**config.mk**
```make
export PLATFORM = sky130hd
export DESIGN_NAME = sorted_grid_point_table
export DESIGN_NICKNAME = d
export VERILOG_FILES = /design/src/rtl/sgpt_pkg.sv /design/src/rtl/sgpt_ram.sv /design/src/rtl/sorted_grid_point_table.sv
export SDC_FILE = /design/constraint.sdc
export NUM_CORES = 1
export LEC_CHECK = 0
export BUFFER_PORTS_ARGS = -buffer_cell sky130_fd_sc_hd__buf_2
export CAP_MARGIN = 20
export CELL_PAD_IN_SITES_DETAIL_PLACEMENT = 1
export CELL_PAD_IN_SITES_GLOBAL_PLACEMENT = 2
export CORE_MARGIN = 10
export CORE_UTILIZATION = 46
export DETAILED_ROUTE_END_ITERATION = 8
export GPL_TIMING_DRIVEN = 0
export PLACE_DENSITY_LB_ADDON = 0.3
export SETUP_SLACK_MARGIN = 0.2
export SLEW_MARGIN = 20
export SYNTH_ARGS = -nofsm -noshare
export SYNTH_HDL_FRONTEND = slang
export SYNTH_SLANG_ARGS = --single-unit
```
**constraint.sdc**
```tcl
create_clock -name clk -period 14.9 [get_ports clk]
set_clock_uncertainty 0.05 [all_clocks]
set_input_delay 1.49 -clock clk [delete_from_list [all_inputs] [get_ports clk]]
set_output_delay 1.49 -clock clk [all_outputs]
set_load 0.01 [all_outputs]
```
**src/rtl/sgpt_pkg.sv**
```systemverilog
// shared constants, codes and types for the sorted grid point table
package sgpt_pkg;

	localparam int DEPTH   = 32;
	localparam int IDX_W   = (DEPTH > 1) ? $clog2(DEPTH) : 1;
	localparam int CNT_W   = $clog2(DEPTH + 1);
	localparam int OCC_W   = 6;
	localparam int ENTRY_W = 24;

	typedef enum logic [1:0] {
		OP_INSERT = 2'd0,
		OP_REMOVE = 2'd1,
		OP_DUMP   = 2'd2,
		OP_NONE   = 2'd3
	} op_t;

	typedef enum logic [2:0] {
		ST_INSERTED  = 3'd0,
		ST_DUPLICATE = 3'd1,
		ST_FULL      = 3'd2,
		ST_REMOVED   = 3'd3,
		ST_NOTFOUND  = 3'd4,
		ST_ENTRY     = 3'd5,
		ST_EMPTY     = 3'd6
	} status_t;

	typedef enum logic {
		S_IDLE = 1'b0,
		S_WALK = 1'b1
	} state_t;

	typedef struct packed {
		logic [7:0] row;
		logic [7:0] col;
		logic [7:0] label;
	} point_t;

endpackage

```
**src/rtl/sgpt_ram.sv**
```systemverilog
// generic single write, single registered read memory
module sgpt_ram #(
	parameter int WIDTH = 24,
	parameter int DEPTH = 32
) (
	input  logic                                     clk,
	input  logic                                     we,
	input  logic [((DEPTH > 1) ? $clog2(DEPTH) : 1)-1:0] waddr,
	input  logic [WIDTH-1:0]                         wdata,
	input  logic [((DEPTH > 1) ? $clog2(DEPTH) : 1)-1:0] raddr,
	output logic [WIDTH-1:0]                         rdata
);

	logic [WIDTH-1:0] mem_q [DEPTH];

	always_ff @(posedge clk) begin
		if (we) begin
			mem_q[waddr] <= wdata;
		end
		rdata <= mem_q[raddr];
	end

endmodule

```
**src/rtl/sorted_grid_point_table.sv**
```systemverilog
// sorted grid point table: top level with walk sequencer and point memory
//
// Holds up to DEPTH labelled grid points in ascending row then column order,
// each position at most once. A transaction is taken when start is high and
// busy is low. Insert and remove walk the held entries one per cycle through
// the memory read port and a single key comparator, moving entries up or down
// a place as they pass, and busy stays high until the walk ends, which can be
// early at a duplicate, a full table or a missing position. A dump streams
// one entry per cycle. Every result sits on the result ports for one cycle
// under strobe and the receiver cannot stall it; an insert or remove gives
// one result, a dump gives one per entry (or one empty result), last marks
// the final one, and operation 3 is dropped without results or busy time.
module sorted_grid_point_table
	import sgpt_pkg::*;
(
	input  logic                clk,
	input  logic                arst_n,
	input  logic                start,
	output logic                busy,
	input  logic [1:0]          operation,
	input  logic [7:0]          row,
	input  logic [7:0]          col,
	input  logic [7:0]          label,
	output logic                strobe,
	output logic [2:0]          status,
	output logic [7:0]          entry_row,
	output logic [7:0]          entry_col,
	output logic [7:0]          entry_label,
	output logic [OCC_W-1:0]    occupancy,
	output logic                last
);

	state_t            state_q, state_d;
	op_t               op_q;
	point_t            req_q;
	logic [CNT_W-1:0]  count_q, count_d;
	logic [CNT_W-1:0]  idx_q;
	logic              vld_s1;
	logic [IDX_W-1:0]  aidx_s1;
	logic              found_q, found_d;
	point_t            carry_q, carry_d;

	logic              accept;
	logic              issue;
	logic              finish;
	logic              walk_end;
	logic              full;
	logic              key_eq, key_gt;
	logic [15:0]       key_new, key_rd;

	logic              we;
	logic [IDX_W-1:0]  waddr;
	point_t            wdata;
	logic [ENTRY_W-1:0] rdata;
	point_t            rd_pt;

	logic              res_v;
	status_t           res_status;
	logic [7:0]        res_row, res_col, res_label;
	logic              res_last;

	logic              strobe_q;
	status_t           status_q;
	logic [7:0]        row_q, col_q, label_q;
	logic [OCC_W-1:0]  occ_q;
	logic              last_q;

	sgpt_ram #(
		.WIDTH(ENTRY_W),
		.DEPTH(DEPTH)
	) u_ram (
		.clk   (clk),
		.we    (we),
		.waddr (waddr),
		.wdata (wdata),
		.raddr (idx_q[IDX_W-1:0]),
		.rdata (rdata)
	);

	assign rd_pt    = point_t'(rdata);
	assign busy     = (state_q != S_IDLE);
	assign accept   = start && !busy;
	assign key_new  = {req_q.row, req_q.col};
	assign key_rd   = {rd_pt.row, rd_pt.col};
	assign key_eq   = (key_rd == key_new);
	assign key_gt   = (key_rd > key_new);
	assign full     = (count_q == CNT_W'(DEPTH));
	assign walk_end = (idx_q == count_q) && !vld_s1;
	assign issue    = (state_q == S_WALK) && (idx_q < count_q) && !finish;

	// next state
	always_comb begin
		state_d = state_q;
		case (state_q)
			S_IDLE: begin
				if (accept && (op_t'(operation) != OP_NONE)) begin
					state_d = S_WALK;
				end
			end
			S_WALK: begin
				if (finish) begin
					state_d = S_IDLE;
				end
			end
			default: state_d = S_IDLE;
		endcase
	end

	// walk actions
	always_comb begin
		finish     = 1'b0;
		we         = 1'b0;
		waddr      = aidx_s1;
		wdata      = rd_pt;
		count_d    = count_q;
		found_d    = found_q;
		carry_d    = carry_q;
		res_v      = 1'b0;
		res_status = ST_ENTRY;
		res_row    = req_q.row;
		res_col    = req_q.col;
		res_label  = 8'd0;
		res_last   = 1'b1;
		if (state_q == S_WALK) begin
			case (op_q)
				OP_INSERT: begin
					if (vld_s1) begin
						if (!found_q) begin
							if (key_eq) begin
								finish     = 1'b1;
								res_v      = 1'b1;
								res_status = ST_DUPLICATE;
							end else if (key_gt) begin
								if (full) begin
									finish     = 1'b1;
									res_v      = 1'b1;
									res_status = ST_FULL;
								end else begin
									we      = 1'b1;
									wdata   = req_q;
									carry_d = rd_pt;
									found_d = 1'b1;
								end
							end
						end else begin
							we      = 1'b1;
							wdata   = carry_q;
							carry_d = rd_pt;
						end
					end else if (walk_end) begin
						finish = 1'b1;
						res_v  = 1'b1;
						if (full) begin
							res_status = ST_FULL;
						end else begin
							we         = 1'b1;
							waddr      = count_q[IDX_W-1:0];
							wdata      = found_q ? carry_q : req_q;
							count_d    = count_q + CNT_W'(1);
							res_status = ST_INSERTED;
						end
					end
				end
				OP_REMOVE: begin
					if (vld_s1) begin
						if (!found_q) begin
							if (key_eq) begin
								found_d = 1'b1;
							end else if (key_gt) begin
								finish     = 1'b1;
								res_v      = 1'b1;
								res_status = ST_NOTFOUND;
							end
						end else begin
							we    = 1'b1;
							waddr = aidx_s1 - IDX_W'(1);
						end
					end else if (walk_end) begin
						finish = 1'b1;
						res_v  = 1'b1;
						if (found_q) begin
							count_d    = count_q - CNT_W'(1);
							res_status = ST_REMOVED;
						end else begin
							res_status = ST_NOTFOUND;
						end
					end
				end
				OP_DUMP: begin
					if (vld_s1) begin
						res_v     = 1'b1;
						res_row   = rd_pt.row;
						res_col   = rd_pt.col;
						res_label = rd_pt.label;
						res_last  = ((CNT_W'(aidx_s1) + CNT_W'(1)) == count_q);
					end else if (walk_end) begin
						finish = 1'b1;
						if (count_q == '0) begin
							res_v      = 1'b1;
							res_status = ST_EMPTY;
						end
					end
				end
				default: finish = 1'b1;
			endcase
		end
	end

	always_ff @(posedge clk or negedge arst_n) begin
		if (!arst_n) begin
			state_q  <= S_IDLE;
			count_q  <= '0;
			idx_q    <= '0;
			vld_s1   <= 1'b0;
			found_q  <= 1'b0;
			strobe_q <= 1'b0;
		end else begin
			state_q  <= state_d;
			count_q  <= count_d;
			vld_s1   <= issue;
			strobe_q <= res_v;
			if (accept) begin
				idx_q   <= '0;
				found_q <= 1'b0;
			end else begin
				found_q <= found_d;
				if (issue) begin
					idx_q <= idx_q + CNT_W'(1);
				end
			end
		end
	end

	always_ff @(posedge clk) begin
		if (accept) begin
			op_q  <= op_t'(operation);
			req_q <= '{row: row, col: col, label: label};
		end
		aidx_s1 <= idx_q[IDX_W-1:0];
		carry_q <= carry_d;
		if (res_v) begin
			status_q <= res_status;
			row_q    <= res_row;
			col_q    <= res_col;
			label_q  <= res_label;
			occ_q    <= OCC_W'(count_d);
			last_q   <= res_last;
		end
	end

	assign strobe      = strobe_q;
	assign status      = status_q;
	assign entry_row   = row_q;
	assign entry_col   = col_q;
	assign entry_label = label_q;
	assign occupancy   = occ_q;
	assign last        = last_q;

	a_count_bound: assert property (@(posedge clk) disable iff (!arst_n)
		count_q <= CNT_W'(DEPTH))
		else $error("point count above depth");

	a_strobe_after_busy: assert property (@(posedge clk) disable iff (!arst_n)
		strobe |-> $past(busy))
		else $error("result without a transaction in progress");

	a_write_in_walk: assert property (@(posedge clk) disable iff (!arst_n)
		we |-> (state_q == S_WALK))
		else $error("memory write outside a walk");

	a_insert_grows: assert property (@(posedge clk) disable iff (!arst_n)
		(strobe && (status_q == ST_INSERTED)) |-> (count_q == $past(count_q) + CNT_W'(1)))
		else $error("insert did not grow the table");

	a_single_last: assert property (@(posedge clk) disable iff (!arst_n)
		(strobe && (status_q != ST_ENTRY)) |-> last)
		else $error("single result without last");

endmodule

```
* Word-level counts from Yosys, hierarchy flattened *
Memories as Yosys holds them, arrays and structs flattened. A register that Yosys moved wholly into a read port is not among the register bits.
Index checks and enable logic that the tools add are counted.

operators by class
  reduce and logical (&&, ||, !) cells = 17
  multiplexer cells = 94
  bitwise gates (word level) = 1
  eq/ne operators = 11
  magnitude comparators = 2
  add/sub/neg operators = 5

operators by type and width
  operator               number
  $mux W24               14
  $mux W6                9
  $mux W8                6
  $mux W1                38
  $mux W5                6
  $mux W3                9
  $eq A16 B16 Y1         1
  $gt A16 B16 Y1         1
  $add A6 B1 Y6 const B  2
  $eq A6 B6 Y1           2
  $pmux W6 S2            1
  $pmux W5 S2            1
  $pmux W3 S3            1
  $mux W2                4
  $add A5 B1 Y6 const B  1
  $eq A6 B6 Y1 const B   1
  $logic_not A6 Y1       1
  $lt A6 B6 Y1           1
  $ne A2 B2 Y1 const B   3
  $ne A3 B3 Y1 const B   2
  $pmux W1 S2            3
  $pmux W1 S3            2
  $reduce_and A6 Y1      1
  $reduce_bool A2 Y1     3
  other kinds (11)       17

word-level totals
  memories = 1
  flip-flop bits (word level) = 105
  memory bits (writable) = 768
  input port bits = 29
  word-level logic and storage cells = 151

memories
  memory       depth  width  read ports  clocked after Yosys merged registers in  write ports  RTL line        RTL
  u_ram.mem_q  32     24     1           1                                        1            sgpt_ram.sv:14  logic [WIDTH-1:0] mem_q [DEPTH];

* Longest topological paths before layout *
  word-level depth = 12
  gate-level depth with buffers = 13
  mapped depth without buffers = 8

* By module *
Synthesis repeated with hierarchy kept, for this count alone.

second synthesis, totals
  cells, all modules = 2325
  area total of the unflattened synthesis = 36865.4 µm²

modules (own cells, without submodules)
  module                   times used  area each (µm²)  cells each  seq. area each (µm²)
  sgpt_ram                 1           30480.5          1711        23542.6
  sorted_grid_point_table  1           6384.9           614         3022.9

* Least setup slack after synthesis *
OpenSTA, ideal clock, no wires.

  path type = reg-to-reg
  start point = register idx_q[0]
  end point = memory u_ram.mem_q[27][0] (enable)
  path slack = 9.128 ns
  setup time = 0.466 ns
  clock period less this slack = 5.772 ns
  stages on the path, launching flop included = 13
  data arrival time = 5.256 ns
  buffers on the path = 4
  cells stage by stage = dfrtp_1 -> clkbuf_1 -> buf_2 -> buf_1 -> inv_1 -> ha_1 -> nand3b_1 -> a211oi_1 -> buf_2 -> o31ai_1 -> nor3_1 -> nand3_1 -> nor4_1

on the way
  cells in the longest elaborated chain, start to end = 8
  elaborated cells on any way between the ends = 12

ends and longest elaborated chain
  element                        RTL line                        RTL
  start, declared                sorted_grid_point_table.sv:37   logic [CNT_W-1:0] idx_q;
  start signal, assigned         sorted_grid_point_table.sv:228  idx_q <= idx_q + CNT_W'(1);
  $eq A6 B6 Y1 (*)               sorted_grid_point_table.sv:88   assign walk_end = (idx_q == count_q) && !vld_s1;
  $logic_and A1 B1 Y1 (*)        sorted_grid_point_table.sv:88
  $mux W1                        sorted_grid_point_table.sv:150  end else if (walk_end) begin
  $mux W1                        sorted_grid_point_table.sv:127  if (vld_s1) begin
  $pmux W1 S2                    sorted_grid_point_table.sv:125  case (op_q)
  $mux W1                        sorted_grid_point_table.sv:124  if (state_q == S_WALK) begin
  $mux W1                        sgpt_ram.sv:17                  if (we) begin
  $mux W1 (implied by the code)  sgpt_ram.sv:18                  mem_q[waddr] <= wdata;
  end, declared                  sgpt_ram.sv:14

Mark *: on every way between the ends. The rest lies on a longest branch, timed or not.

* Final worst setup path *
  start point = register idx_q[0]
  end point = memory u_ram.mem_q[13][8] (enable)

The elaborated chain is that of the path after synthesis.

==> Implementation_results.wiki <==
{| class="wikitable"
! Metric !! Value
|-
| Category of the critical setup timing path || flop to flop
|-
| DR WL/cell || 30.99 um
|-
| Count of warnings emitted by yosys || 0
|-
| Leading cell types by count after synthesis || edfxtp_1, mux4_2, clkbuf_1, nand2_1, a21oi_1
|-
| Die outline height || 299.1 um
|-
| Vias per inst || 6.023
|-
| Max Clk Rate || 159.4 MHz
|-
| Drt pass-1 iters || 5
|-
| Layout cell share with drive strength beyond 1 || 0.3253
|-
| Via count of the first global-routing pass || 20200
|-
| Hold-fix buffers, CTS || 0
|-
| Global route overflow || 0
|-
| Clock slew at the register clock pins of the worst setup and hold paths || 0.05 ns
|-
| Nets in the synthesized netlist || 1820
|-
| Cell taking the most area after synthesis || edfxtp_1
|-
| Share of flip-flops with an asynchronous set or reset after synthesis || 0.01784
|-
| First-pass GRT wire length || 143.2 mm
|-
| Maximum single-stage delay on the critical path || 0.89 ns
|-
| Post-placement setup slack || 8.727 ns
|-
| Synth unique cells || 68
|-
| EDFF count, synth || 852
|-
| TritonCTS clock tree || yes
|-
| Worst setup margin || 8.626 ns
|-
| First-iteration detailed-routing DRC count || 2326
|-
| Cell with the biggest individual delay on the critical path || nor4_2
|-
| Number of fillers in the final layout || 6927
|-
| Final setup TNS || 0 ns
|-
| Leakage power of the design || 13.22 nW
|-
| Critical path fanouts, max || 10
|-
| Final RePlAce weighted congestion || 0.8562
|-
| Routed Antenna Nets || 0
|-
| Post-Syn Instances || 1764
|-
| Clock root buffer master || clkbuf_16
|-
| Netlist area before placement || 35820 sq um
|-
| Number of antenna violations at the first check in global routing || 5
|-
| Global-route total usage across every layer || 0.2181
|-
| Sinks on the clock net || 897
|-
| Run status || finished clean
|-
| Unrepaired setup endpoints after global routing || no
|-
| Slew of the pin with the lowest slew margin || 1.072 ns
|-
| Worst path cell trace || clkbuf_1, buf_2, buf_1, inv_1, ha_1, nand4bb_1, a211oi_4, o22ai_2, a211oi_2, o22ai_1, nor4_2, buf_2, buf_2, buf_4
|-
| Max-cap viol count || 0
|-
| Cell Pwr Density || 179.8 nW/um^2
|-
| Total wire length after detailed routing || 97.78 mm
|-
| Final critical-path share of the clock period || 0.4211
|-
| Die Width || 299.1 um
|-
| Leading post-synthesis cells by cell area || edfxtp_1, mux4_2, dfxtp_1, dfrtp_1, ha_1
|-
| Largest net degree at the start of global routing || 36
|-
| Post-route DRC || 0
|-
| Buffers from clock root to sink, at most || 3
|-
| Critical Path Sink Type || flop
|-
| Maximum ir drop on the vdd rail || 0.09593 mV
|-
| Worst min-delay path class || flop to flop
|-
| Worst path most repeated cell || buf_2
|-
| Post-CTS sizing || 0
|-
| Area of the die || 89440 sq um
|-
| TritonCTS buffer count || 92
|-
| Dominant register cell in the synthesized netlist || edfxtp_1
|-
| Boundary pin count || 65
|-
| Buffers inserted during post-CTS setup optimization || 0
|-
| Total via count in the routed design || 19000
|-
| Mean Syn Cell Area || 20.31 sq um
|-
| Final Setup Violations || 0
|-
| Layout Nets || 2097
|-
| Standard cell core area || 77340 sq um
|-
| Synthesis-to-layout area growth || 16.21%
|-
| Antenna Diode Count || 0
|-
| Total count of max-transition violations in the final report || 0
|-
| Hold Vio Cnt, Final || 0
|-
| WP data arrival || 6.56 ns
|-
| Std cell rows || 102
|-
| Post-route minimum period || 6.274 ns
|-
| Worst-Skew Late Latency || 0.64 ns
|-
| Cell with the most instances after synthesis || edfxtp_1
|-
| Initial Utilization || 0.4632
|-
| Sequential share of the synthesized area || 0.7416
|-
| Required time of the critical path || 15.19 ns
|-
| Clock H-tree levels || 3
|-
| Port-buffer cells || 64
|-
| Synth top area share || 0.7142
|-
| Kind of start point of the critical path || flop
|-
| HPWL after detailed placement || 68.73 mm
|-
| FF+latch count, synth || 897
|-
| Max-slew headroom || 0.2854
|}
cell usage in the layout, fill, tap and decap left out, types with 21 or more instances in the layout:
master and count:
inv_1 32, o21ai_0 50, nand2_1 58, a21oi_1 57, buf_4 61, a22o_2 21, clkbuf_1 85, mux2_2 26
ha_1 27, edfxtp_1 852, clkbuf_16 95, mux4_2 240, dfxtp_1 29, buf_2 120, o31ai_1 25
metal layers:
| metal | GRT usage | part of all wire |
|---|---|---|
| met5 | 0 | 0.00013 |
| met1 | 0.2987 | 0.41 |
| met2 | 0.3574 | 0.49 |
| met3 | 0.03222 | 0.069 |
| met4 | 0.07240 | 0.032 |
state kept, by name, indices dropped and copies added, names as in the netlist:
register	flops
carry_q	24
strobe	1
entry_row	8
entry_col	8
vld_s1	1
occupancy	6
last	1
u_ram.rdata	24
aidx_s1	5
status	3
req_q	8
busy	1
entry_label	8
found_q	1
key_new	16
u_ram.mem_q	768
count_q	6
idx_q	6
op_q	2
worst max-delay path: cells and delay by family, from the launching register on:
family,cells,cell delay [ns]
buffers and inverters,7,2.55
AOI/OAI and AO/OA,4,1.61
and+or+nand+nor,2,1.04
DFF,1,0.39
adders and majority gates,1,0.34
kinds of logic (layout without fill, tap and decap cells):
family / count (synthesis) / after routing / synth area share
flip-flops: 897 / 897 / 0.7416
multiplexers: 271 / 271 / 0.1605
AND/OR/NAND/NOR: 212 / 212 / 0.03147
AO/OA/AOI/OAI: 209 / 209 / 0.03884
buffers and inverters: 137 / 488 / 0.01551
adder cells (fa/ha/maj): 27 / 27 / 0.009431
XOR/XNOR: 11 / 11 / 0.002690
worst paths after layout:
path	end	start	cells after the start	slack [ns]
max in group asynchronous	idx_q[0]	arst_n	1	13.77
max	u_ram.mem_q[13][8]	idx_q[0]	14	8.63
max reg2reg	u_ram.mem_q[13][8]	idx_q[0]	14	8.63
min	aidx_s1[0]	idx_q[0]	0	0.39
min reg2reg	aidx_s1[0]	idx_q[0]	0	0.39
min in group asynchronous	count_q[2]	arst_n	1	0.74
through the flow:
stage / total power, mW / hold slack [ns] / instances / util / cell area, sq um
6_report: 7.483 / 0.3924 / 3155 / 0.5383 / 41630
2_1_floorplan: 4.441 / 0.3193 / 1764 / - / 35820
3_5_place_dp: 5.228 / 0.3759 / 2985 / 0.4990 / 38590
4_1_cts: 7.517 / 0.3875 / 3153 / 0.5377 / 41590
3_3_place_gp: 5.104 / 0.3730 / 2868 / 0.4841 / 37440
5_1_grt: 7.778 / 0.4075 / 3155 / 0.5383 / 41630
power breakdown:
part | internal (mW) | switching [mW] | total [mW]
sequential | 3.23 | 0.0835 | 3.32
clock | 1.34 | 0.961 | 2.30
combinational | 0.604 | 1.26 | 1.87
total | 5.17 | 2.31 | 7.48
cell type report:
cell class                      instances  area [sq um]  share of cell area
Buffer                                103         435.4             0.01046
Inverter                               34         127.6            0.003066
Clock buffer                          122          2539             0.06098
Timing Repair Buffer                  183          1287             0.03093
Clock inverter                         46         457.9             0.01100
Sequential cell                       897         26570              0.6381
Multi-Input combinational cell        730          8916              0.2142
Tap cell                             1040          1301             0.03126
Power figures use the tool's default switching activity.
